--- src/hw/rtl/fde_pkg.sv ---
package fde_pkg;

    // field widths
    localparam int SAMPLE_W  = 16;
    localparam int DELAY_W   = 17;
    localparam int GAIN_W    = 16;
    localparam int CFG_IDX_W = 2;
    localparam int CFG_DAT_W = 17;

    // widest skip counter over the supported skip periods
    localparam int SKIP_K_W = 3;

    // reciprocal shift for the ramp divide
    localparam int DIV_SHIFT = 21;

    // result buffer depth, also the limit on requests in flight
    localparam int OUT_FIFO_DEPTH = 4;
    localparam int OUT_PTR_W      = 2;
    localparam int OUT_CNT_W      = 3;

    // register indexes
    localparam logic [CFG_IDX_W-1:0] REG_DELAY = 2'd0;
    localparam logic [CFG_IDX_W-1:0] REG_GAIN  = 2'd1;
    localparam logic [CFG_IDX_W-1:0] REG_SKIP  = 2'd2;

    // register reset values
    localparam logic [DELAY_W-1:0] DELAY_RESET = 17'd24000;
    localparam logic [GAIN_W-1:0]  GAIN_RESET  = 16'd0;

    typedef logic signed [SAMPLE_W-1:0] sample_t;

    // one request handed from the store loop to the wet path
    typedef struct packed {
        logic                valid;
        logic                skip;
        logic [SKIP_K_W-1:0] k;
        sample_t             x;
        sample_t             delayed;
    } fde_wet_req_t;

    // saturate a wide signed sum to one sample
    function automatic sample_t sat_sample(input logic signed [19:0] v);
        sample_t r;
        if (v > 20'sd32767) begin
            r = 16'sh7fff;
        end else if (v < -20'sd32768) begin
            r = 16'sh8000;
        end else begin
            r = v[SAMPLE_W-1:0];
        end
        return r;
    endfunction

endpackage

--- src/hw/rtl/fde_out_fifo.sv ---
module fde_out_fifo (
    input  logic             aclk,
    input  logic             aresetn,
    input  logic             push,
    input  fde_pkg::sample_t push_data,
    input  logic             pop,
    output logic             not_empty,
    output fde_pkg::sample_t head
);
    import fde_pkg::*;

    sample_t              buf_reg [OUT_FIFO_DEPTH];
    logic [OUT_PTR_W-1:0] wr_ptr_reg;
    logic [OUT_PTR_W-1:0] rd_ptr_reg;
    logic [OUT_CNT_W-1:0] count_reg;
    logic [OUT_CNT_W-1:0] count_next;

    // occupancy
    always_comb begin
        count_next = count_reg;
        if (push && !pop) begin
            count_next = count_reg + 1'b1;
        end else if (pop && !push) begin
            count_next = count_reg - 1'b1;
        end
    end

    always_ff @(posedge aclk) begin
        if (!aresetn) begin
            wr_ptr_reg <= '0;
            rd_ptr_reg <= '0;
            count_reg  <= '0;
        end else begin
            count_reg <= count_next;
            if (push) begin
                wr_ptr_reg <= wr_ptr_reg + 1'b1;
            end
            if (pop) begin
                rd_ptr_reg <= rd_ptr_reg + 1'b1;
            end
        end
    end

    // entry storage
    always_ff @(posedge aclk) begin
        if (push) begin
            buf_reg[wr_ptr_reg] <= push_data;
        end
    end

    assign not_empty = (count_reg != '0);
    assign head      = buf_reg[rd_ptr_reg];

endmodule

--- config.mk ---
export PLATFORM = sky130hd
export DESIGN_NAME = fde_out_fifo
export DESIGN_NICKNAME = d
export VERILOG_FILES = /design/src/hw/rtl/fde_pkg.sv /design/src/hw/rtl/fde_out_fifo.sv
export SDC_FILE = /design/constraint.sdc
export NUM_CORES = 1
export LEC_CHECK = 0
export CORE_MARGIN = 2
export CORE_UTILIZATION = 61
export CTS_CLUSTER_DIAMETER = 30
export DETAILED_ROUTE_END_ITERATION = 12
export DONT_BUFFER_PORTS = 1
export HOLD_SLACK_MARGIN = 0.03
export PLACE_DENSITY = 0.84
export SLEW_MARGIN = 25
export SYNTH_ARGS = -nofsm -noshare
export SYNTH_HDL_FRONTEND = slang
export SYNTH_SLANG_ARGS = --single-unit
--- constraint.sdc ---
create_clock -name aclk -period 2.4 [get_ports aclk]
set_input_delay 0.24 -clock aclk [delete_from_list [all_inputs] [get_ports aclk]]
set_output_delay 0.24 -clock aclk [all_outputs]
set_load 0.05 [all_outputs]
After elaboration in Yosys (flattened, before gate mapping). Memory sizes are Yosys's and may differ from the RTL's. A register that Yosys moved wholly into a read port is not among the register bits. Index checks and enable logic that the tools add are counted.

Flip-flop bits (word level): 7. Bits in latches: 0. Bits in writable memories: 64. Memory bits (read-only): 0. Bits of input ports: 20. Output and inout port bits: 17. Word-level logic and storage cells: 20. Memories: 1.

Add/sub/neg operators: 4. Multiply operators: 0. Divide/modulo/power cells: 0. Magnitude comparators: 0. Eq/ne operators: 0. Shift operators: 0. Muxes and demuxes: 6. Bitwise logic cells: 0. Reductions and logical operators: 6.

Memory list: buf_reg (words 4, bits a word 16, rd ports 1, clocked after Yosys merged registers in 1, write ports 1, RTL line fde_out_fifo.sv:12) `sample_t buf_reg [OUT_FIFO_DEPTH];`.

Operator list (count): 2-to-1 mux 3 bit (2); adder 2 x 1 -> 2 bit, second input constant (2); 2-to-1 mux 2 bit (2); adder 3 x 1 -> 3 bit, second input constant (1); nonzero test 3 bit (1); subtractor 3 x 1 -> 3 bit, second input constant (1); logical AND 1 bit (2); zero test 1 bit (2); 2-to-1 mux 1 bit (2); nonzero test 2 bit (1).

Depth between registers and ports, before layout. Gate-level depths: netlist (run 1).

Word-level depth: 4. Depth in mapped cells: 7. Gate-level depth less buffers: 7.

Worst setup path after synthesis (run 1). Ideal clock, no wire load.

Path type: input port to flip-flop. Start point: input port pop. End point: register count_reg[2]. Library setup time: 0.076 ns. Arrival time: 1.422 ns. Data required time: 2.324 ns. Slack: 0.902 ns. Stages: 7. Cells stage by stage: inv_1 > ha_1 > inv_1 > fa_1 > xor2_1 > or3_1 > a21boi_0.

Longest elaborated chain between the ends: 3.

Ends and longest elaborated chain: from (decl) (RTL line fde_out_fifo.sv:6) `input logic pop,`; zero test 1 bit (RTL line fde_out_fifo.sv:21) `if (push && !pop) begin`; logical AND 1 bit (RTL line fde_out_fifo.sv:21); 2-to-1 mux 3 bit / nonzero test 2 bit (equally long branches); to (signal assigned) (RTL line fde_out_fifo.sv:34) `count_reg <= count_next;`; to (decl) (RTL line fde_out_fifo.sv:15) `logic [OUT_CNT_W-1:0] count_reg;`.

Parallel ways exist; a longest one is shown, timed or not. A chain may end at the register's enable or synchronous reset.

==> out/qor.csv, run 1 <==
stage,metric,value,unit
finish,fill count,243,
clocking,worst-skew pair later-pin latency,0.34,ns
timing,RSZ-0062 raised after global routing,no,
grt,GRT Total Usage,0.1997,
grt,global route overflow,0,
synth,Ys Warns,0,
timing,max-slew violations,0,
power_and_ir_drop,total power,2.896,mW
clocking,Num CTS Buffers,9,
setup_path,worst reg2reg path depth,3,
die,Die Y,71.57,um
power_and_ir_drop,Net Sw Power,741.1,uW
synth,Mapped Nets,152,
timing,Worst-Margin Slew,0.8727,ns
placement,hpwl dp,2685,um
power_and_ir_drop,Leak,1.099,nW
setup_path,r2r setup slk,0.73,ns
route,vias,1248,
timing,fin crit share,0.8762,
timing,Slew headroom,0.4182,
clocking,Max H-tree Level,3,
synth,Avg Inst Size Synth,22.10,sq um
synth,"Seq/Total Area, Yosys",0.7547,
timing,final setup violation count,0,
setup_path,WP data arrival,1.86,ns
route,routed len/inst,21.69,um
grt,maximum number of pins on one net before global-route repair,17,
min_path,worst hold path class,primary input to register,
timing,Max Fclk,475.5,MHz
die,Core Area,4384,sq um
clocking,clk sinks,73,
power_and_ir_drop,clock power share,0.349,
die,Horiz. Die Dim,71.57,um
timing,setup tns final,0,ns
placement,number of port buffers,0,
min_path,worst hold start,aresetn,
clocking,clk root buf,clkbuf_8,
setup_path,Setup crit end kind,output port,
die,Starting Density,0.6353,
status,outcome,finished clean,
route,Post-Route WL,4576,um
timing,clk_skew,0.004510,ns
synth,Yosys cell types,19,
timing,post-layout minimum cycle time,2.103,ns
die,Die Area,5122,sq um
die,Row Count,24,
finish,Multi-input gate area,626.9,sq um
synth,Synth Cell Area,2785,sq um
grt,initial antenna violation count,0,
route,via/cell ratio,5.915,
timing,Fin. Hold Viols,0,
setup_path,critical path type,register to output port,
power_and_ir_drop,sw frac,0.2559,
grt,vias in the first global route,1389,
setup_path,critical path startpoint category,register,
clocking,postcts setup bufs,0,
finish,Layout Cells excl Fill,211,
finish,n_diodes,0,
placement,Final GP Congestion,0.7647,
run,max-cap violation count,0,
synth,Post-Synthesis Cells,126,
route,number of remaining DRC errors,0,
power_and_ir_drop,Int Pwr,2.155,mW
finish,max reg flops,64,
setup_path,critical path required time,2.16,ns
setup_path,"critical path fanouts, max",6,
finish,register area,2102,sq um
finish,synthesis-to-layout area growth,15.59,%
clocking,CTS tree,yes,
die,I/O pins,37,
route,Initial DRC Count,76,
power_and_ir_drop,Flop pwr share,0.514,
power_and_ir_drop,Power Density,899.5,nW/um^2
min_path,hold path cells,1,
synth,"flops & latches, synth",73,
power_and_ir_drop,VDD IR max,0.4766,mV
min_path,hold endpoint,count_reg[0],
placement,Cells after DPL,178,
route,Detail Route Antenna Nets,0,
clocking,clock-pin slew on the worst setup and hold paths,0.07,ns
finish,layout cells sized above 1,0.1761,
power_and_ir_drop,power share of the combinational group,0.137,
setup_path,reg2reg start,wr_ptr_reg[0],
finish,nets,180,
route,DR pass1 iterations,4,
setup_path,reg2reg end,buf_reg[0][7],
grt,first-pass GRT wire length,7100,um
clocking,clock tree buffer depth,2,
-- power groups by stage --
stage	sequential (mW)	combinational (mW)	clock (mW)
after floorplan	1.50	0.339	0
after global placement	1.51	0.355	0
after detailed placement	1.52	0.364	0
after CTS	1.49	0.399	1.02
after global routing	1.49	0.418	1.08
final	1.49	0.397	1.01
-- layout make-up --
| class | instances | area share |
|---|---|---|
| timing repair buffer | 21 | 0.06218 |
| clock buffer | 10 | 0.03964 |
| sequential | 73 | 0.6529 |
| clock inverter | 6 | 0.02565 |
| tap | 52 | 0.02021 |
| multi-input combinational | 45 | 0.1947 |
| inverter | 4 | 0.004664 |
-- timing repair --
item / in CTS / in global routing
endpoints found under the setup margin: 0 / 0
endpoints found under the hold margin: 69 / 0
hold buffers: 17 / 0
gates resized for setup: 0 / 0
-- routing by layer --
layer / global-route usage / vias up / wire length [um]
met5: 0 / - / 0
met4: 0.07547 / 0 / 61
met3: 0.08298 / 8 / 337
met2: 0.3354 / 44 / 2462
met1: 0.2307 / 638 / 1715
li1: - / 558 / -
-- logic make-up after synthesis --
kind of cell | after synthesis | share of synthesized area
buf+inv | 8 | 0.02021
compound gates | 2 | 0.004492
simple gates | 14 | 0.03054
fa+ha+maj | 6 | 0.02965
flops | 73 | 0.7547
mux | 18 | 0.1447
xor+xnor | 5 | 0.01573
-- critical path: stages, from the launching register on --
cell and delay, ns:
dfxtp_1 0.49, buf_4 0.22, mux4_1 0.82
-- per-stage QoR --
stage	worst slack, ns	util	hold WS (ns)	instance area [sq um]
after floorplan	0.9022	-	0.3389	2785
after global placement	0.6583	0.6475	0.3390	2839
after detailed placement	0.6307	0.6475	0.3390	2839
after CTS	0.2565	0.7343	0.03327	3219
after global routing	0.2083	0.7343	0.03969	3219
final	0.2971	0.7343	0.04919	3219
-- worst max path at each step --
| stage | end | slack (ns) |
|---|---|---|
| 2_1_floorplan | count_reg[2] | 0.90 |
| 3_3_place_gp | head[9] | 0.66 |
| 3_5_place_dp | head[9] | 0.63 |
| 4_1_cts | head[9] | 0.26 |
| 5_1_grt | head[15] | 0.21 |
| 6_report | head[15] | 0.30 |
-- cells in the mapped netlist --
cell type / instances / area share
mux4_2: 10 / 0.081
ha_1: 5 / 0.022
or3_1: 2 / 0.0045
a21boi_0: 1 / 0.0027
nor2b_1: 2 / 0.0045
buf_12: 1 / 0.0072
nand2_1: 1 / 0.0013
and2_1: 9 / 0.020
mux4_1: 6 / 0.057
buf_2: 2 / 0.0036
xnor2_1: 2 / 0.0063
buf_6: 1 / 0.0040
dfxtp_1: 9 / 0.065
fa_1: 1 / 0.0072
mux2i_1: 2 / 0.0072
xor2_1: 3 / 0.0094
o21ai_0: 1 / 0.0018
edfxtp_1: 64 / 0.69
inv_1: 4 / 0.0054
-- cell usage in the layout (no fill, tap or decap), types with 2 or more instances in the layout --
master | Yosys | final
xnor2_1 | 2 | 2
edfxtp_1 | 64 | 64
and2_1 | 9 | 9
ha_1 | 5 | 5
mux4_1 | 6 | 6
nor2b_1 | 2 | 2
inv_1 | 4 | 4
mux4_2 | 10 | 10
dlygate4sd3_1 | 0 | 17
clkinv_2 | 0 | 2
xor2_1 | 3 | 3
mux2i_1 | 2 | 2
dfxtp_1 | 9 | 9
clkbuf_8 | 0 | 9
bufinv_16 | 0 | 2
buf_4 | 0 | 4
or3_1 | 2 | 2
Note: power is estimated with default switching activity, not from simulation.
==> inputs of run 2 (changes only) <==
--- a/config.mk
+++ b/config.mk
@@ -12,6 +12,7 @@
 export DONT_BUFFER_PORTS = 1
 export HOLD_SLACK_MARGIN = 0.03
 export PLACE_DENSITY = 0.84
+export SETUP_SLACK_MARGIN = 0.3
 export SLEW_MARGIN = 25
 export SYNTH_ARGS = -nofsm -noshare
 export SYNTH_HDL_FRONTEND = slang
==> out/qor.csv, run 2 (synthesis results as in run 1) <==
stage,metric,value,unit,change
die,Horiz. Die Dim,71.57,um,unchanged
finish,Multi-input gate area,619.3,sq um,-1.2%
power_and_ir_drop,sw frac,0.2568,,+0.0009172
route,via/cell ratio,5.995,,+1.4%
power_and_ir_drop,VDD IR max,0.4768,mV,about the same
route,Initial DRC Count,86,,+13%
die,Die Y,71.57,um,unchanged
finish,nets,180,,unchanged
finish,synthesis-to-layout area growth,15.36,%,
power_and_ir_drop,Net Sw Power,745.1,uW,+0.55%
setup_path,critical path startpoint category,register,,
timing,worst hold margin,0.04581,ns,-0.003382 ns
clocking,clock-pin slew on the worst setup and hold paths,0.07,ns,about the same
setup_path,worst reg2reg path depth,3,,unchanged
timing,max-slew violations,0,,unchanged
placement,number of port buffers,0,,unchanged
timing,setup tns final,0,ns,unchanged
setup_path,critical path required time,2.16,ns,about the same
timing,post-layout minimum cycle time,1.912,ns,-0.1910 ns
setup_path,critical path type,register to output port,,
route,number of remaining DRC errors,0,,unchanged
power_and_ir_drop,clock power share,0.349,,about the same
power_and_ir_drop,power share of the combinational group,0.138,,about the same
grt,vias in the first global route,1389,,unchanged
setup_path,Setup crit end,head[10],,
timing,Worst-Margin Slew,0.8895,ns,+0.01676 ns
power_and_ir_drop,Flop pwr share,0.513,,about the same
finish,Layout Cells excl Fill,211,,unchanged
power_and_ir_drop,Leak,1.092,nW,-0.61%
die,Core Area,4384,sq um,unchanged
die,Starting Density,0.6353,,unchanged
clocking,clock tree buffer depth,2,,unchanged
timing,fin crit share,0.7966,,-0.07958
placement,Cells after DPL,178,,unchanged
clocking,CTS tree,yes,,
finish,register area,2103,sq um,about the same
route,DR pass1 iterations,4,,unchanged
route,vias,1265,,+1.4%
setup_path,r2r setup slk,0.73,ns,about the same
setup_path,Setup crit end kind,output port,,
clocking,postcts setup bufs,0,,unchanged
finish,max reg flops,64,,unchanged
placement,hpwl dp,2685,um,unchanged
placement,Final GP Congestion,0.7647,,unchanged
grt,global route overflow,0,,unchanged
grt,initial antenna violation count,0,,unchanged
timing,final setup violation count,0,,unchanged
clocking,Num CTS Buffers,9,,unchanged
status,outcome,finished clean,,
die,Die Area,5122,sq um,unchanged
clocking,clk sinks,73,,unchanged
setup_path,reg2reg start,wr_ptr_reg[0],,
finish,n_diodes,0,,unchanged
min_path,worst hold path class,primary input to register,,
run,max-cap violation count,0,,unchanged
setup_path,"critical path fanouts, max",7,,+1
timing,RSZ-0062 raised after global routing,no,,
finish,most frequent cells in the layout,"edfxtp_1, dlygate4sd3_1, mux4_2",,
die,Row Count,24,,unchanged
timing,Fin. Hold Viols,0,,unchanged
grt,first-pass GRT wire length,7100,um,unchanged
die,I/O pins,37,,unchanged
route,Post-Route WL,4600,um,+0.52%
power_and_ir_drop,Int Pwr,2.156,mW,about the same
grt,maximum number of pins on one net before global-route repair,17,,unchanged
finish,fill count,242,,-0.41%
timing,clk_skew,0.004507,ns,-0.000003250 ns
timing,Slew headroom,0.4070,,-0.01118
setup_path,WP data arrival,1.67,ns,-0.19 ns
setup_path,reg2reg end,buf_reg[0][7],,
timing,Max Fclk,523.0,MHz,+10%
power_and_ir_drop,Power Density,903.0,nW/um^2,+0.38%
clocking,worst-skew pair later-pin latency,0.34,ns,about the same
finish,"commonest non-fill, non-tap cell in the layout",edfxtp_1,,
route,Detail Route Antenna Nets,0,,unchanged
route,routed len/inst,21.80,um,+0.52%
finish,layout cells sized above 1,0.1950,,+0.01887
grt,GRT Total Usage,0.1997,,unchanged
clocking,Max H-tree Level,3,,unchanged
clocking,clk root buf,clkbuf_8,,
## run 2: cell type report
type | instances | share of cell area
Clock buffer | 10 | 0.03972
Clock inverter | 6 | 0.02570
Inverter | 4 | 0.004673
Multi-Input combinational cell | 45 | 0.1928
Sequential cell | 73 | 0.6546
Tap cell | 52 | 0.02025
Timing Repair Buffer | 21 | 0.06231
## run 2: power groups by stage
stage / combinational (mW) / clock (mW) / sequential (mW)
global placement: 0.355 / 0 / 1.51
CTS: 0.399 / 1.02 / 1.49
floorplan: 0.339 / 0 / 1.50
finish: 0.399 / 1.01 / 1.49
global route: 0.419 / 1.08 / 1.50
detailed placement: 0.364 / 0 / 1.52
## run 2: worst min path at each step
stage	cells after the start	end	from	slack (ns)
global placement	0	buf_reg[2][12]	push_data[12]	0.34
detailed placement	0	buf_reg[1][10]	push_data[10]	0.34
floorplan	0	buf_reg[0][0]	push_data[0]	0.34
CTS	1	count_reg[0]	aresetn	0.03
finish	1	count_reg[0]	aresetn	0.05
global route	1	count_reg[0]	aresetn	0.04
## run 2: through the flow
stage	cell area (sq um)	worst slack, ns	power (mW)	util
3_5_place_dp	2839	0.6307	1.881	0.6475
3_3_place_gp	2839	0.6583	1.864	0.6475
6_report	3213	0.4881	2.901	0.7329
4_1_cts	3219	0.2565	2.907	0.7343
5_1_grt	3213	0.4072	2.991	0.7329
2_1_floorplan	2785	0.9022	1.837	-
## run 2: timing repair
action / 4_1_cts / 5_1_grt
cloned: 0 / 0
gates resized for setup: 0 / 3
endpoints found under the hold margin: 69 / 0
setup endpoints to repair: 2 / 9
hold buffers: 17 / 0
## run 2: layer usage
metal | vias up | routed length (um) | global-route usage
li1 | 556 | - | -
met2 | 52 | 2417 | 0.3354
met4 | 0 | 65 | 0.07547
met3 | 9 | 343 | 0.08298
met5 | - | 0 | 0
met1 | 648 | 1773 | 0.2307
## run 2: critical path, stage by stage, from the launching register on
cell and delay, ns:
dfxtp_2 0.41, buf_4 0.22, mux4_2 0.69
==> inputs of run 3 (changes only) <==
==> constraint.sdc (replaced) <==
create_clock -name aclk -period 1.9 [get_ports aclk]
set_input_delay 0.19 -clock aclk [delete_from_list [all_inputs] [get_ports aclk]]
set_output_delay 0.19 -clock aclk [all_outputs]
set_load 0.05 [all_outputs]
==> out/qor.csv, run 3 (synthesis results as in run 1) <==
stage,metric,value,unit,change
status,outcome,finished clean,,
die,Starting Density,0.6353,,unchanged
placement,Placed Area,2892,sq um,+1.9%
finish,layout cells sized above 1,0.2455,,+0.05054
finish,"commonest non-fill, non-tap cell in the layout",edfxtp_1,,
timing,worst hold margin,0.06032,ns,+0.01451 ns
route,DR pass1 iterations,4,,unchanged
clocking,worst-skew pair later-pin latency,0.33,ns,about the same
timing,Max Fclk,561.7,MHz,
setup_path,reg2reg start,count_reg[0],,
finish,n_diodes,0,,unchanged
finish,final instance area,3318,sq um,+3.3%
setup_path,critical path buffer and inverter count,2,,+1
clocking,CTS tree,yes,,
clocking,Max H-tree Level,3,,unchanged
clocking,clk root buf,clkbuf_8,,
timing,RSZ-0062 raised after global routing,yes,,
run,max-cap violation count,0,,unchanged
timing,setup tns final,0,ns,unchanged
finish,Layout Cells excl Fill,219,,+3.8%
finish,fill count,241,,-0.41%
finish,synthesis-to-layout area growth,19.14,%,
setup_path,critical path type,register to output port,,
power_and_ir_drop,Net Sw Power,936.4,uW,+26%
timing,max-slew violations,0,,unchanged
finish,max reg flops,64,,unchanged
die,Core Area,4384,sq um,unchanged
die,Die Y,71.57,um,unchanged
placement,Cells after DPL,185,,+3.9%
route,vias,1262,,-0.24%
route,Post-Route WL,4580,um,-0.43%
finish,nets,188,,+4.4%
setup_path,critical path's slowest cell,mux4_2,,
die,Horiz. Die Dim,71.57,um,unchanged
power_and_ir_drop,clock power share,0.339,,-0.010
timing,clk_skew,0.004429,ns,-0.00007813 ns
power_and_ir_drop,Flop pwr share,0.504,,-0.009
power_and_ir_drop,Leak,1.147,nW,+5.0%
setup_path,"critical path fanouts, max",7,,unchanged
placement,pre-CTS setup slack,0.2894,ns,-0.3413 ns
grt,initial antenna violation count,0,,unchanged
min_path,worst hold path class,primary input to register,,
min_path,worst hold start,push,,
route,number of remaining DRC errors,0,,unchanged
placement,Final GP Congestion,0.6940,,-9.2%
placement,hpwl dp,2812,um,+4.8%
setup_path,r2r setup slk,0.41,ns,-0.32 ns
timing,final setup violation count,0,,unchanged
setup_path,WP data arrival,1.59,ns,-0.08 ns
power_and_ir_drop,Int Pwr,2.775,mW,+29%
timing,Slew headroom,0.6855,,+0.2785
die,I/O pins,37,,unchanged
grt,vias in the first global route,1394,,+0.36%
setup_path,crit-path max cell delay,0.65,ns,-0.04 ns
clocking,clock-pin slew on the worst setup and hold paths,0.07,ns,about the same
grt,GRT Total Usage,0.2041,,+0.004391
setup_path,critical path startpoint category,register,,
timing,Worst-Margin Slew,0.4727,ns,-0.4168 ns
setup_path,worst reg2reg path depth,4,,+1
setup_path,critical path required time,1.71,ns,-0.45 ns
min_path,hold path cells,2,,+1
clocking,clk sinks,73,,unchanged
timing,fin crit share,0.9369,,
die,Row Count,24,,unchanged
die,Die Area,5122,sq um,unchanged
finish,most frequent cells in the layout,"edfxtp_1, dlygate4sd3_1, mux4_2",,
clocking,Num CTS Buffers,9,,unchanged
route,via/cell ratio,5.763,,-3.9%
timing,post-layout minimum cycle time,1.780,ns,
route,routed len/inst,20.91,um,-4.1%
route,Initial DRC Count,103,,+20%
setup_path,worst path cell trace,buf_8 -> buf_12 -> mux4_2,,
timing,Fin. Hold Viols,0,,unchanged
timing,post-route setup slack,0.1198,ns,-0.3683 ns
setup_path,reg2reg end,count_reg[2],,
clocking,clock tree buffer depth,2,,unchanged
power_and_ir_drop,Power Density,1119,nW/um^2,+24%
power_and_ir_drop,VDD IR max,0.9485,mV,+99%
min_path,hold endpoint,wr_ptr_reg[1],,
grt,global route overflow,0,,unchanged
route,Detail Route Antenna Nets,0,,unchanged
grt,first-pass GRT wire length,7286,um,+2.6%
grt,maximum number of pins on one net before global-route repair,17,,unchanged
setup_path,top cell family by delay on the critical path,multiplexers,,
power_and_ir_drop,sw frac,0.2523,,-0.004551
setup_path,Setup crit end kind,output port,,
power_and_ir_drop,power share of the combinational group,0.156,,+0.018
placement,number of port buffers,0,,unchanged
==> run 3: cell types whose count changed in the layout (fill, tap and decap cells not counted) <==
| cell | before | now |
|---|---|---|
| buf_6 | 0 | 6 |
| and2_1 | 9 | 7 |
| and2_2 | 0 | 2 |
| a21boi_0 | 1 | 0 |
| a21boi_1 | 0 | 1 |
| buf_12 | 0 | 1 |
| buf_8 | 0 | 1 |
==> run 3: timing repair <==
action / CTS / global route
hold buffers: 17 / 0
hold endpoints to repair: 73 / 0
endpoints found under the setup margin: 48 / 17
resized for setup: 13 / 1
buffers inserted: 1 / 0
==> run 3: stage by stage <==
| step | utilization | total power [mW] |
|---|---|---|
| final | 0.7568 | 3.712 |
| after global routing | 0.7568 | 3.837 |
| after CTS | 0.7568 | 3.735 |
| after detailed placement | 0.6595 | 2.404 |
| after global placement | 0.6595 | 2.382 |
| after floorplan | - | 2.320 |
==> run 3: worst register-to-register path, cell delays in order, from the launching register on <==
cell	delay, ns
dfxtp_1	0.35
fa_1	0.45
xor2_1	0.16
or3_1	0.31
a21boi_1	0.15
==> run 3: how the worst max path moves through the flow <==
stage,cells after the start,endpoint,slack (ns)
floorplan,7,count_reg[2],0.45
global placement,3,buf_reg[2][2],0.36
detailed placement,3,buf_reg[2][1],0.29
CTS,3,head[1],0.11
global route,3,head[1],0.07
finish,3,head[1],0.12
==> run 3: power groups by stage <==
stage	Combinational [mW]	Clock, mW	Sequential [mW]
floorplan	0.428	0	1.89
global placement	0.485	0	1.90
detailed placement	0.499	0	1.90
CTS	0.586	1.28	1.87
global route	0.614	1.34	1.88
finish	0.580	1.26	1.87
==> run 3: final cells by class <==
cell class / instances / area, sq um / area share
Inverter: 4 / 15.01 / 0.004525
Timing Repair Buffer: 29 / 302.8 / 0.09125
Multi-Input combinational cell: 45 / 621.8 / 0.1874
Clock buffer: 10 / 127.6 / 0.03846
Clock inverter: 6 / 82.58 / 0.02489
Sequential cell: 73 / 2103 / 0.6339
Tap cell: 52 / 65.06 / 0.01961
==> run 3: metal layers <==
metal	wire length, um	global-route usage	vias up
li1	-	-	573
met1	1924	0.2656	641
met2	2270	0.3076	37
met3	289	0.07454	11
met4	95	0.1027	0
met5	0	0	-
