**src/hw/rtl/fde_pkg.sv**
```systemverilog
package fde_pkg;

    // field widths
    localparam int SAMPLE_W  = 16;
    localparam int DELAY_W   = 17;
    localparam int GAIN_W    = 16;
    localparam int CFG_IDX_W = 2;
    localparam int CFG_DAT_W = 17;

    // widest skip counter over the supported skip periods
    localparam int SKIP_K_W = 3;

    // reciprocal shift for the ramp divide
    localparam int DIV_SHIFT = 21;

    // result buffer depth, also the limit on requests in flight
    localparam int OUT_FIFO_DEPTH = 4;
    localparam int OUT_PTR_W      = 2;
    localparam int OUT_CNT_W      = 3;

    // register indexes
    localparam logic [CFG_IDX_W-1:0] REG_DELAY = 2'd0;
    localparam logic [CFG_IDX_W-1:0] REG_GAIN  = 2'd1;
    localparam logic [CFG_IDX_W-1:0] REG_SKIP  = 2'd2;

    // register reset values
    localparam logic [DELAY_W-1:0] DELAY_RESET = 17'd24000;
    localparam logic [GAIN_W-1:0]  GAIN_RESET  = 16'd0;

    typedef logic signed [SAMPLE_W-1:0] sample_t;

    // one request handed from the store loop to the wet path
    typedef struct packed {
        logic                valid;
        logic                skip;
        logic [SKIP_K_W-1:0] k;
        sample_t             x;
        sample_t             delayed;
    } fde_wet_req_t;

    // saturate a wide signed sum to one sample
    function automatic sample_t sat_sample(input logic signed [19:0] v);
        sample_t r;
        if (v > 20'sd32767) begin
            r = 16'sh7fff;
        end else if (v < -20'sd32768) begin
            r = 16'sh8000;
        end else begin
            r = v[SAMPLE_W-1:0];
        end
        return r;
    endfunction

endpackage

```
**src/hw/rtl/fde_wet_path.sv**
```systemverilog
module fde_wet_path #(
    parameter int SKIP_PERIOD = 8
) (
    input  logic                 aclk,
    input  logic                 aresetn,
    input  fde_pkg::fde_wet_req_t req,
    output logic                 out_valid,
    output fde_pkg::sample_t     out_sample
);
    import fde_pkg::*;

    localparam int DIVISOR = SKIP_PERIOD - 1;
    localparam longint MAGIC = ((64'd1 << DIV_SHIFT) + DIVISOR - 1) / DIVISOR;
    localparam int MW = DIV_SHIFT + 1;
    localparam logic [MW-1:0] MAGIC_V = MW'(MAGIC);

    // stage a: k times delayed
    logic                a_valid_reg;
    logic                a_skip_reg;
    sample_t             a_x_reg;
    sample_t             a_dly_reg;
    logic signed [19:0]  a_kd_reg;

    // stage b: magnitude times reciprocal
    logic                b_valid_reg;
    logic                b_skip_reg;
    logic                b_neg_reg;
    sample_t             b_x_reg;
    sample_t             b_dly_reg;
    logic [18+MW:0]      b_prod_reg;

    // stage c: result
    logic                c_valid_reg;
    sample_t             c_sample_reg;

    logic [18:0]         kd_mag;
    logic [17:0]         quo;
    logic signed [19:0]  wet;
    logic signed [19:0]  sum;

    always_ff @(posedge aclk) begin
        if (!aresetn) begin
            a_valid_reg <= 1'b0;
            b_valid_reg <= 1'b0;
            c_valid_reg <= 1'b0;
        end else begin
            a_valid_reg <= req.valid;
            b_valid_reg <= a_valid_reg;
            c_valid_reg <= b_valid_reg;
        end
    end

    // magnitude of the ramp product
    always_comb begin
        if (a_kd_reg < 0) begin
            kd_mag = 19'(-a_kd_reg);
        end else begin
            kd_mag = a_kd_reg[18:0];
        end
    end

    // truncating quotient, then dry plus wet
    always_comb begin
        quo = b_prod_reg[DIV_SHIFT +: 18];
        if (b_neg_reg) begin
            wet = -$signed({2'b00, quo});
        end else begin
            wet = $signed({2'b00, quo});
        end
        if (b_skip_reg) begin
            sum = 20'(b_x_reg) + wet;
        end else begin
            sum = 20'(b_x_reg) + 20'(b_dly_reg);
        end
    end

    always_ff @(posedge aclk) begin
        a_skip_reg   <= req.skip;
        a_x_reg      <= req.x;
        a_dly_reg    <= req.delayed;
        a_kd_reg     <= $signed({1'b0, req.k}) * req.delayed;

        b_skip_reg   <= a_skip_reg;
        b_x_reg      <= a_x_reg;
        b_dly_reg    <= a_dly_reg;
        b_neg_reg    <= (a_kd_reg < 0);
        b_prod_reg   <= kd_mag * MAGIC_V;

        c_sample_reg <= sat_sample(sum);
    end

    assign out_valid  = c_valid_reg;
    assign out_sample = c_sample_reg;

endmodule

```
**config.mk**
```make
export PLATFORM = sky130hd
export DESIGN_NAME = fde_wet_path
export DESIGN_NICKNAME = d
export VERILOG_FILES = /design/src/hw/rtl/fde_pkg.sv /design/src/hw/rtl/fde_wet_path.sv
export SDC_FILE = /design/constraint.sdc
export NUM_CORES = 1
export LEC_CHECK = 0
export ABC_AREA = 1
export BUFFER_PORTS_ARGS = -buffer_cell sky130_fd_sc_hd__buf_2
export CORE_UTILIZATION = 60
export CTS_CLUSTER_DIAMETER = 60
export DETAILED_ROUTE_END_ITERATION = 16
export PLACE_DENSITY_LB_ADDON = 0.2
export SKIP_LAST_GASP = 1
export SLEW_MARGIN = 15
export SYNTH_ARGS = -nofsm -noshare
export SYNTH_HDL_FRONTEND = slang
export SYNTH_SLANG_ARGS = --single-unit
```
**constraint.sdc**
```tcl
create_clock -name aclk -period 6.8 [get_ports aclk]
set_input_delay 1.36 -clock aclk [delete_from_list [all_inputs] [get_ports aclk]]
set_output_delay 1.36 -clock aclk [all_outputs]
set_load 0.1 [all_outputs]
```
After elaboration in Yosys (flattened, before gate mapping)
Cells that the tools add are included.
Operators by class
  $add $sub $neg: 4
  $mul: 2
  magnitude comparators: 3
  muxes and demuxes: 4
Operator list (count)
  $mux 20: 2
  $mul 19x18->37 const B: 1
  $add 16x20->20: 1
  $gt 20x16->1 const B: 1
  $lt 20x1->1 const B: 1
  $lt 20x16->1 const B: 1
  $mul 4x16->20: 1
  $neg 17->20: 1
  $mux 19: 1
  $neg 19->19: 1
  $add 16x16->17: 1
  $mux 16: 1
Storage, ports and cells
  bits in registers: 143
  output and inout port bits: 17
  word-level logic and storage cells: 26

Depth between registers and ports, before layout
Gate-level depths: netlist (run 1).
  depth in word-level cells: 6
  depth in mapped cells: 31
  mapped depth without buffers: 31

Worst setup path before layout (run 1)
No wires, ideal clock.
  path kind: flip-flop to flip-flop
  start point: reg a_kd_reg[0]
  end point: reg b_prod_reg[37]
  setup time: 0.112 ns
  data arrival time: 5.151 ns
  data required time: 6.688 ns
  path slack: 1.537 ns
  stages on the path, launching flop included: 29
  period minus slack after synthesis: 5.263 ns
  cells stage by stage: dfxtp_1 -> inv_1 -> ha_1 -> nand4_1 -> inv_1 -> nand4_1 -> nor3_2 -> nand2_1 -> nand2_1 -> o21ai_0 -> xnor2_1 -> inv_1 -> ha_1 -> ha_1 -> fa_1 -> fa_1 -> inv_1 -> fa_1 -> inv_1 -> ha_1 -> a21oi_1 -> o21a_1 -> inv_1 -> a21oi_1 -> nor2_1 -> a211oi_1 -> nand2_1 -> nand2_1 -> nand2_1
Between the ends
  cells in the longest elaborated chain, start to end: 3
Ends and longest elaborated chain
  from (decl): line fde_wet_path.sv:22  | logic signed [19:0] a_kd_reg;
  from (signal assigned): line fde_wet_path.sv:81  | a_kd_reg <= $signed({1'b0, req.k}) * req.delayed;
  $neg 19->19 / $lt 20x1->1 (equally long branches): line fde_wet_path.sv:56, fde_wet_path.sv:55
  $mux 19 *: line fde_wet_path.sv:55  | if (a_kd_reg < 0) begin
  $mul 19x18->37 *: line fde_wet_path.sv:87  | b_prod_reg <= kd_mag * MAGIC_V;
  to (signal assigned): line fde_wet_path.sv:87
  to (decl): line fde_wet_path.sv:30  | logic [18+MW:0] b_prod_reg;
Mark *: on every way between the ends. The rest lies on a longest branch, timed or not.
A chain may end at the register's enable or synchronous reset.

Worst setup path after layout (run 1)
  start point: reg a_kd_reg[0]
  end point: reg b_prod_reg[28]
Same word-level chain as after synthesis.

==> impl_metrics.tcl, run 1 <==
set metrics [dict create \
    drc 0 \
    die-height_um 145.8 \
    cts_sinks 123 \
    most-common-layout-cells "inv_1 (322), nand2_1 (304), ha_1 (208)" \
    final_cells 1941 \
    dp_hpwl_um 25510 \
    fin_nets 1984 \
    r2r-start "a_kd_reg[0]$_DFF_P_" \
    gp_congestion 0.9129 \
    synth_top_family_by_area "adder cells" \
    status "complete, no violations" \
    dp_cells 1909 \
    cts_tree "yes" \
    r2r_setup_slack_ps 1000 \
    endpoint_kind "flop" \
    clock_skew_ps 8.359 \
    setup_violations 0 \
    yosysUniqueCellTypes 52 \
    final_common_cell "inv_1" \
    fp.dieW_um 145.8 \
    grt_max_degree 19 \
    crit_required_ps 7110 \
    path_clk_slew_ps 60 \
    initial_core_util_pct 61.32 \
    maxCapViolCount 0 \
    synthXorXnorAreaFrac_pct 5.900 \
    arrival_ps 6110 \
    die_area_mm2 0.02126 \
    path_class "reg -> reg" \
    coreArea_mm2 0.02023 \
    yosysSeqAreaShare_pct 19.85 \
    yosysWarnings 0 \
    async_flop_share_pct 0 \
    firstDrtPassIters 5 \
    synth_compound_area_share_pct 10.19 \
    hold_end "b_dly_reg[6]$_DFF_P_" \
    post_drt_wl_per_cell_um 15.29 \
    synth_nets 1922 \
    ys_ff_latch 123 \
    hold_buffers 0 \
    row_count 52 \
    drtAntennaViolNets 0 \
    rsz0062_at_grt "false" \
    num_vias 10350 \
    hold_depth 0 \
    cp-start-kind "flop" \
    whs_ps 321.9 \
    diodes 0 \
    clk_latency_ps 420 \
    grt.busiest_layer "met2" \
    relSlewSlack_pct 45.02 \
    ctsLongestPathBuffers 2 \
    avgSynthCellArea_um2 7.774 \
    io_pins 56 \
    overflow 0 \
    cts_resized 0 \
    cp_max_fo 6 \
    worstRegToRegCells 25 \
    timing.final.crit_share_pct 85.27 \
    use_met1_pct 38.46 \
    tns_ps 0 \
    grt_pass1_vias 9887 \
    syn-instance-count 1596 \
    ctsHtreeMaxLevel 4 \
    worst_slew_pin_slew_ps 823.6 \
    avgViaCountPerCell 5.333 \
    port_buffers 55 \
    synthMuxAreaShare_pct 0.1614 \
    synth_area_mm2 0.01241 \
    antenna_found_initial 0 \
    grt_use_met3_pct 3.981 \
    min_period_ps 5798 \
    final_layout_size_suffix_gt1_share_pct 9.515 \
    synth_fa_ha_area_share_pct 33.72 \
    synth_edf_count 0 \
    hold_class "reg -> reg" \
    r2r_end "b_prod_reg[28]$_DFF_P_" \
    synthSimpleGateAreaFrac_pct 19.66 \
    grt_use_met2_pct 48.52 \
    worstHoldStart "a_dly_reg[6]$_DFF_P_" \
    grt_pass1_wl_um 48090 \
    postCtsSetupBuffers 0 \
    slew_viol_final 0 \
    drtIter0Drc 516 \
    cts_buffers 17 \
    hold_viol 0 \
    largest_register_ffs 20 \
    routed_wl_um 29670 \
    fmax_ghz 0.1725 \
    track_usage_pct 28.83 \
    syn2layout_area_growth_pct 9.278 \
    synth_ff_type "dfxtp_1" \
    clockRootBuffer "clkbuf_16" \
]
[critical path: stages (launching register included)]
cell     delay (ps)
dfxtp_1         370
inv_1           100
ha_1            170
nand4_1         120
inv_1           100
nand4_1         130
nor3_2          190
nand2_1          70
nand2_1         140
o21ai_0         140
xor2_1          490
ha_1            330
ha_1            300
fa_1            490
fa_1            490
inv_1            50
fa_1            530
inv_1            40
ha_1            340
a21oi_1         200
inv_1            70
a31oi_1         240
o21ai_0         190
a21oi_1         160
nand2_1          80
xor2_1          140
[per-layer routing]
| layer | vias to the layer above | wire length, um |
|---|---|---|
| li1 | 5218 | - |
| met1 | 4837 | 13720 |
| met2 | 261 | 13900 |
| met3 | 35 | 1465 |
| met4 | 0 | 594 |
| met5 | - | 0 |
[synthesized netlist by cell type (4+ instances only)]
library cell | instances | area (um2)
a21oi_1 | 100 | 500.5
o31ai_1 | 9 | 67.56
o21a_1 | 10 | 75.07
a21boi_0 | 4 | 30.03
xnor2_1 | 29 | 254.0
dfxtp_1 | 123 | 2462
xor2_1 | 49 | 429.2
nor4_1 | 6 | 37.54
o21bai_1 | 10 | 75.07
a21o_1 | 9 | 67.56
nor3_1 | 11 | 55.05
o21ai_0 | 57 | 285.3
inv_1 | 322 | 1209
nor2_1 | 96 | 360.4
nor2_2 | 5 | 31.28
nand3_2 | 11 | 110.1
nand2_1 | 304 | 1141
fa_1 | 79 | 1582
nand2_2 | 32 | 200.2
nand3_1 | 39 | 195.2
nand4_1 | 16 | 100.1
nor3_2 | 5 | 50.05
a31oi_1 | 9 | 56.30
ha_1 | 208 | 2603
clkbuf_1 | 9 | 33.78
[worst max path at each step]
stage	start	endpoint	slack (ps)	cells after the start
3_5_place_dp	a_kd_reg[0]$_DFF_P_	b_prod_reg[37]$_DFF_P_	1050	28
2_1_floorplan	a_kd_reg[0]$_DFF_P_	b_prod_reg[37]$_DFF_P_	1540	28
4_1_cts	a_kd_reg[0]$_DFF_P_	b_prod_reg[37]$_DFF_P_	1000	28
6_report	a_kd_reg[0]$_DFF_P_	b_prod_reg[28]$_DFF_P_	1000	25
5_1_grt	a_kd_reg[0]$_DFF_P_	b_prod_reg[37]$_DFF_P_	450	28
3_3_place_gp	a_kd_reg[0]$_DFF_P_	b_prod_reg[37]$_DFF_P_	1110	28
[layout make-up]
type,instances,area (um2)
well taps,270,337.8
clock inverters,15,187.7
flip-flops and latches,123,2462
inverters,326,1224
clock buffers,17,425.4
multi-input cells,1134,8638
repair buffers,56,282.8
fillers,1768,6676
[logic make-up (layout without fill, tap and decap cells)]
| family | Yosys count | in the layout |
|---|---|---|
| compound gates | 222 | 222 |
| xor+xnor | 81 | 81 |
| fa+ha+maj | 287 | 287 |
| buf+inv | 339 | 414 |
| flops | 123 | 123 |
| mux | 2 | 2 |
| simple gates | 542 | 542 |
[metrics by stage]
step	instance area, um2	worst slack [ps]	utilization, %
2_1_floorplan	12410	1537	-
5_1_grt	13560	445.6	67.00
4_1_cts	13560	999.1	67.00
6_report	13560	1002	67.00
3_3_place_gp	12940	1112	63.97
3_5_place_dp	12940	1046	63.97
Power of run 1 is left out: the tool's default activity adds up to more than one toggle a clock period on the data nets, which glitch-free logic cannot reach.
==> run 2: changes to the inputs <==
ABC_AREA = unset   (was 1)
CELL_PAD_IN_SITES_DETAIL_PLACEMENT = 0   (was unset)
CELL_PAD_IN_SITES_GLOBAL_PLACEMENT = 1   (was unset)
CORE_UTILIZATION = 49   (was 60)
==> run 2 against run 1 <==
  * Clock skew grew 2.9 ps
  * Global-route usage is 7.7 points lower
  * Final area is 9.2% lower
  * Final cell count decreased by 20%
  * First-iteration DRC count fell by 27%
  * Worst setup slack worse by 590 ps
  * Register-to-register slack got worse by 590 ps
  * Synthesized area fell by 11%
  * Via count down 23%
  * Hold slack improved by 3.7 ps
  * Critical path type unchanged
  * Highest routed layer unchanged
==> impl_metrics.tcl, run 2 <==
set metrics [dict create \
    status "complete, no violations" \
    avgSynthCellArea_um2 9.281 \
    hold_class "reg -> reg" \
    synth_edf_count 0 \
    synth_area_mm2 0.01101 \
    min_period_ps 6387 \
    place_ws_ps 225.1 \
    synthMuxAreaShare_pct 0.4661 \
    whs_ps 325.6 \
    hold_viol 0 \
    multi_input_area_mm2 0.007785 \
    synthXorXnorAreaFrac_pct 8.048 \
    endpoint_kind "flop" \
    io_pins 56 \
    synth_nets 1512 \
    fin_nets 1585 \
    postCtsSetupBuffers 0 \
    die_area_mm2 0.02307 \
    final_layout_size_suffix_gt1_share_pct 9.670 \
    firstDrtPassIters 5 \
    synth_top_family_by_area "adder cells" \
    yosysUniqueCellTypes 62 \
    synthTopCellsByCount "ha_1 (208), inv_1 (195), dfxtp_1 (123), fa_1 (79), xnor2_1 (77)" \
    fp.dieW_um 151.9 \
    slowest_delay_ps 540 \
    post_drt_wl_per_cell_um 14.93 \
    timing.critical_path.from "a_kd_reg[2]$_DFF_P_" \
    crit_required_ps 7150 \
    cp_max_fo 5 \
    drc 0 \
    syn2layout_area_growth_pct 11.79 \
    gp_congestion 0.8719 \
    synth_top_area_share_pct 23.64 \
    relSlewSlack_pct 44.16 \
    maxCapViolCount 0 \
    cts_sinks 123 \
    finish.utilization_pct 56.21 \
    area.sequential_mm2 0.002462 \
    yosysWarnings 0 \
    ys_top_cells_by_area "ha_1 (24%), dfxtp_1 (22%), fa_1 (14%), inv_1 (6.6%), xnor2_1 (6.1%)" \
    synthSimpleGateAreaFrac_pct 11.38 \
    path_clk_slew_ps 70 \
    final_common_cell "ha_1" \
    worstHoldStart "a_dly_reg[11]$_DFF_P_" \
    critPathSlowestCell "fa_1" \
    hold_end "b_dly_reg[11]$_DFF_P_" \
    routed_wl_um 23180 \
    avgViaCountPerCell 5.166 \
    cts_tree "yes" \
    row_count 54 \
    ctsLongestPathBuffers 2 \
    most-common-layout-cells "ha_1 (208), inv_1 (195), dfxtp_1 (123)" \
    ys_ff_latch 123 \
    grt_pass1_vias 8156 \
    worst_slew_pin_slew_ps 835.4 \
    coreArea_mm2 0.02189 \
    ctsHtreeMaxLevel 4 \
    r2r-start "a_kd_reg[2]$_DFF_P_" \
    synth_ff_type "dfxtp_1" \
    antenna_found_initial 1 \
    timing.final.crit_share_pct 93.92 \
    synth_fa_ha_area_share_pct 38.01 \
    diodes 0 \
    arrival_ps 6740 \
    fill_cells 2057 \
    clk_latency_ps 420 \
    worstRegToRegCells 23 \
    fmax_ghz 0.1566 \
    num_vias 8018 \
    clockRootBuffer "clkbuf_16" \
    initial_core_util_pct 50.28 \
    synth_compound_area_share_pct 12.46 \
    hold_depth 0 \
    grt_pass1_wl_um 39320 \
    grt_max_degree 44 \
    synth.most_common_cell "ha_1" \
    async_flop_share_pct 0 \
    r2r_end "b_prod_reg[35]$_DFF_P_" \
    overflow 0 \
    dp_cells 1520 \
    drtAntennaViolNets 0 \
    final_cells 1552 \
    clock_skew_ps 11.28 \
    fin_ws_ps 413.2 \
    syn-instance-count 1186 \
    track_usage_pct 21.10 \
    slew_viol_final 0 \
    r2r_setup_slack_ps 410 \
    cp-start-kind "flop" \
    path_class "reg -> reg" \
    port_buffers 55 \
    cts_buffers 17 \
    dp_hpwl_um 19910 \
    largest_register_ffs 20 \
    cp_cell_sequence "nor2_1, nand3_1, o21ai_1, xnor2_1, ha_1, ha_1, a21oi_1, fa_1, fa_1, fa_1, inv_1, ha_1, a21o_1, a21o_1, a21oi_1, o21bai_1, a21o_1, o211a_1, o41ai_1, buf_4, a21boi_0, o41ai_2, xnor2_1" \
    yosysTopAreaCell "ha_1" \
    drtIter0Drc 378 \
    yosysSeqAreaShare_pct 22.37 \
    setup_violations 0 \
    die-height_um 151.9 \
]
## run 2: worst max path at each step
stage                                        end  slack, ps  depth (start not counted)
after floorplan           b_prod_reg[35]$_DFF_P_        520                         24
after global routing      b_prod_reg[35]$_DFF_P_         -3                         25
final                     b_prod_reg[35]$_DFF_P_        410                         23
after CTS                 b_prod_reg[35]$_DFF_P_        180                         25
after detailed placement  b_prod_reg[35]$_DFF_P_        230                         25
after global placement    b_prod_reg[35]$_DFF_P_        300                         25
## run 2: metal layers
metal	global-route usage [%]	up-vias	part of all wire [%]	routed length, um
met5	0	-	0	0
met4	3.429	0	0.69	160
met3	4.164	10	4.2	968
met2	34.44	123	45	10440
met1	29.25	3762	50	11610
li1	-	4123	-	-
## run 2: cells by family (layout without fill, tap and decap cells)
kind of cell / count (synthesis) / after routing
fa+ha+maj: 287 / 287
compound gates: 210 / 210
mux: 5 / 5
flops: 123 / 123
xor+xnor: 99 / 99
buf+inv: 210 / 296
simple gates: 252 / 252
## run 2: final cells by class
class	instances	area share [%]
repair buffers	68	3.030
clock inverters	15	1.403
multi-input cells	853	63.27
clock buffers	17	3.457
flip-flops and latches	123	20.01
well taps	280	2.847
inverters	196	5.979
## run 2: timing repair
item	CTS	global route
hold buffers	0	0
endpoints found under the setup margin	0	4
resized for setup	0	9
## run 2: stage by stage
stage | cell area [um2] | setup TNS [ps]
after floorplan | 11010 | 0
after global placement | 11670 | 0
after detailed placement | 11670 | 0
after CTS | 12260 | 0
after global routing | 12300 | -2.880
final | 12300 | 0
## run 2: worst max-delay path: cells and delay by family, from the launching register on
family	cells	cell delay [ps]
fa+ha+maj	6	2620
compound gates	11	2260
xor+xnor	2	440
simple gates	2	430
flops	1	330
buf+inv	2	220
Power of run 2 is left out for the same reason.
==> run 3: changes to the inputs <==
CORE_ASPECT_RATIO = 1.5   (was unset)
==> run 3 against run 2 <==
  * Clock-buffer cell count rose by 1
  * Wire length is 4.8% higher
  * Final area increased by 0.24%
  * Largest cell class unchanged
  * Fmax up 0.35%
  * Global-route usage increased by 1.8 points
  * Via count up 1.7%
  * Critical endpoint unchanged
  * Non-clock buffer count increased by 8
  * Die area barely moved
  * Utilization is 0.16 points higher
  * Critical path type unchanged
  * Hold slack worse by 5.4 ps
  * Highest routed layer unchanged
==> impl_metrics.tcl, run 3 (synthesized netlist as in run 2, its figures left out) <==
set metrics [dict create \
    status "complete, no violations" \
    drc 0 \
    cp_cell_sequence "inv_1, ha_1, nand2_1, o31ai_1, xnor2_1, ha_1, inv_1, fa_1, fa_1, fa_1, fa_1, inv_1, ha_1, a21o_1, a21o_1, a21oi_1, o21bai_1, a21o_1, o211a_1, o41ai_2, a21boi_0, o41ai_2, xnor2_1" \
    grt_pass1_wl_um 41480 \
    path_clk_slew_ps 60 \
    track_usage_pct 22.94 \
    drtIter0Drc 301 \
    row_count 66 \
    fmax_ghz 0.1571 \
    min_period_ps 6365 \
    port_buffers 55 \
    cp-start-kind "flop" \
    drtAntennaViolNets 0 \
    hold_viol 0 \
    cts_tree "yes" \
    overflow 0 \
    ctsLongestPathBuffers 2 \
    tns_ps 0 \
    gp_congestion 0.8838 \
    worst_slew_pin_slew_ps 615.8 \
    final_cells 1552 \
    dp_cells 1519 \
    relSlewSlack_pct 58.89 \
    num_vias 8153 \
    final_design_area_no_fill_mm2 0.01233 \
    whs_ps 320.2 \
    grt_pass1_vias 8666 \
    routed_wl_um 24290 \
    largest_register_ffs 20 \
    cp_max_fo 4 \
    final_layout_size_suffix_gt1_share_pct 10.08 \
    antenna_found_initial 0 \
    io_pins 56 \
    die_area_mm2 0.02308 \
    critPathMostFrequentCell "fa_1" \
    most-common-layout-cells "ha_1 (208), inv_1 (195), dfxtp_1 (123)" \
    final_common_cell "ha_1" \
    coreArea_mm2 0.02188 \
    cts_buffers 17 \
    critPathSlowestCell "fa_1" \
    clockRootBuffer "clkbuf_16" \
    clk_latency_ps 420 \
    fin_nets 1593 \
    crit_required_ps 7140 \
    hold_class "reg -> reg" \
    die-height_um 185.6 \
    slowest_delay_ps 560 \
    placed_area_mm2 0.01171 \
    ctsHtreeMaxLevel 4 \
    cts_sinks 123 \
    setup_violations 0 \
    rsz0062_at_grt "false" \
    firstDrtPassIters 4 \
    critical_path.top_delay_family "adder cells" \
    grt_max_degree 44 \
    initial_core_util_pct 50.30 \
    syn2layout_area_growth_pct 12.06 \
    clock_skew_ps 8.382 \
    path_class "reg -> reg" \
    arrival_ps 6700 \
    endpoint_kind "flop" \
    fill_cells 2026 \
    slew_viol_final 0 \
    fp.dieW_um 124.4 \
    post_drt_wl_per_cell_um 15.65 \
    area.sequential_mm2 0.002462 \
    multi_input_area_mm2 0.007775 \
    maxCapViolCount 0 \
    timing.final.crit_share_pct 93.60 \
    path_buf_inv 3 \
    diodes 0 \
    avgViaCountPerCell 5.253 \
    dp_hpwl_um 21050 \
]
-- run 3: changes by cell type in the layout (fill, tap and decap cells not counted), sizes merged --
| cell | before | now |
|---|---|---|
| clkbuf | 17 | 18 |
| buf | 68 | 76 |
| inv | 206 | 205 |
-- run 3: final cells by class --
cell class	instances	share of cell area, %
clock buffers	18	3.561
clock inverters	14	1.207
multi-input cells	853	63.04
well taps	272	2.759
flip-flops and latches	123	19.96
inverters	196	5.965
repair buffers	76	3.510
-- run 3: repair_timing --
| action | 4_1_cts | 5_1_grt |
|---|---|---|
| gates cloned | 0 | 0 |
| resized for setup | 1 | 5 |
| pin swaps | 0 | 1 |
| setup buffers | 0 | 1 |
| endpoints found under the setup margin | 1 | 6 |
| hold buffers | 0 | 0 |
-- run 3: layer usage --
layer	vias up	GRT usage (%)	part of all wire, %
met3	55	2.817	2.0
li1	4136	-	-
met1	3841	22.54	38
met4	0	12.14	4.3
met2	121	46.19	56
met5	-	0	0
-- run 3: worst register-to-register path, stage by stage (launching register included) --
cell	delay [ps]
dfxtp_1	310
inv_1	110
ha_1	240
nand2_1	90
o31ai_1	400
xnor2_1	160
ha_1	400
inv_1	90
fa_1	510
fa_1	520
fa_1	530
fa_1	560
inv_1	50
ha_1	340
a21o_1	170
a21o_1	170
a21oi_1	190
o21bai_1	90
a21o_1	190
o211a_1	240
o41ai_2	250
a21boi_0	230
o41ai_2	280
xnor2_1	170
-- run 3: worst paths after layout --
path / startpoint / endpoint / slack [ps] / cells after the start
worst max-delay path: a_kd_reg[1]$_DFF_P_ / b_prod_reg[35]$_DFF_P_ / 440 / 23
worst min-delay path: a_x_reg[13]$_DFF_P_ / b_x_reg[13]$_DFF_P_ / 320 / 0
worst max register to register: a_kd_reg[1]$_DFF_P_ / b_prod_reg[35]$_DFF_P_ / 440 / 23
worst min register to register: a_x_reg[13]$_DFF_P_ / b_x_reg[13]$_DFF_P_ / 320 / 0
-- run 3: through the flow --
step,setup slack [ps],utilization (%)
6_report,435.3,56.36
5_1_grt,35.25,56.36
4_1_cts,82.24,56.22
3_5_place_dp,15.94,53.50
3_3_place_gp,214.8,53.50
2_1_floorplan,521.1,-
Power of run 3 is left out for the same reason.
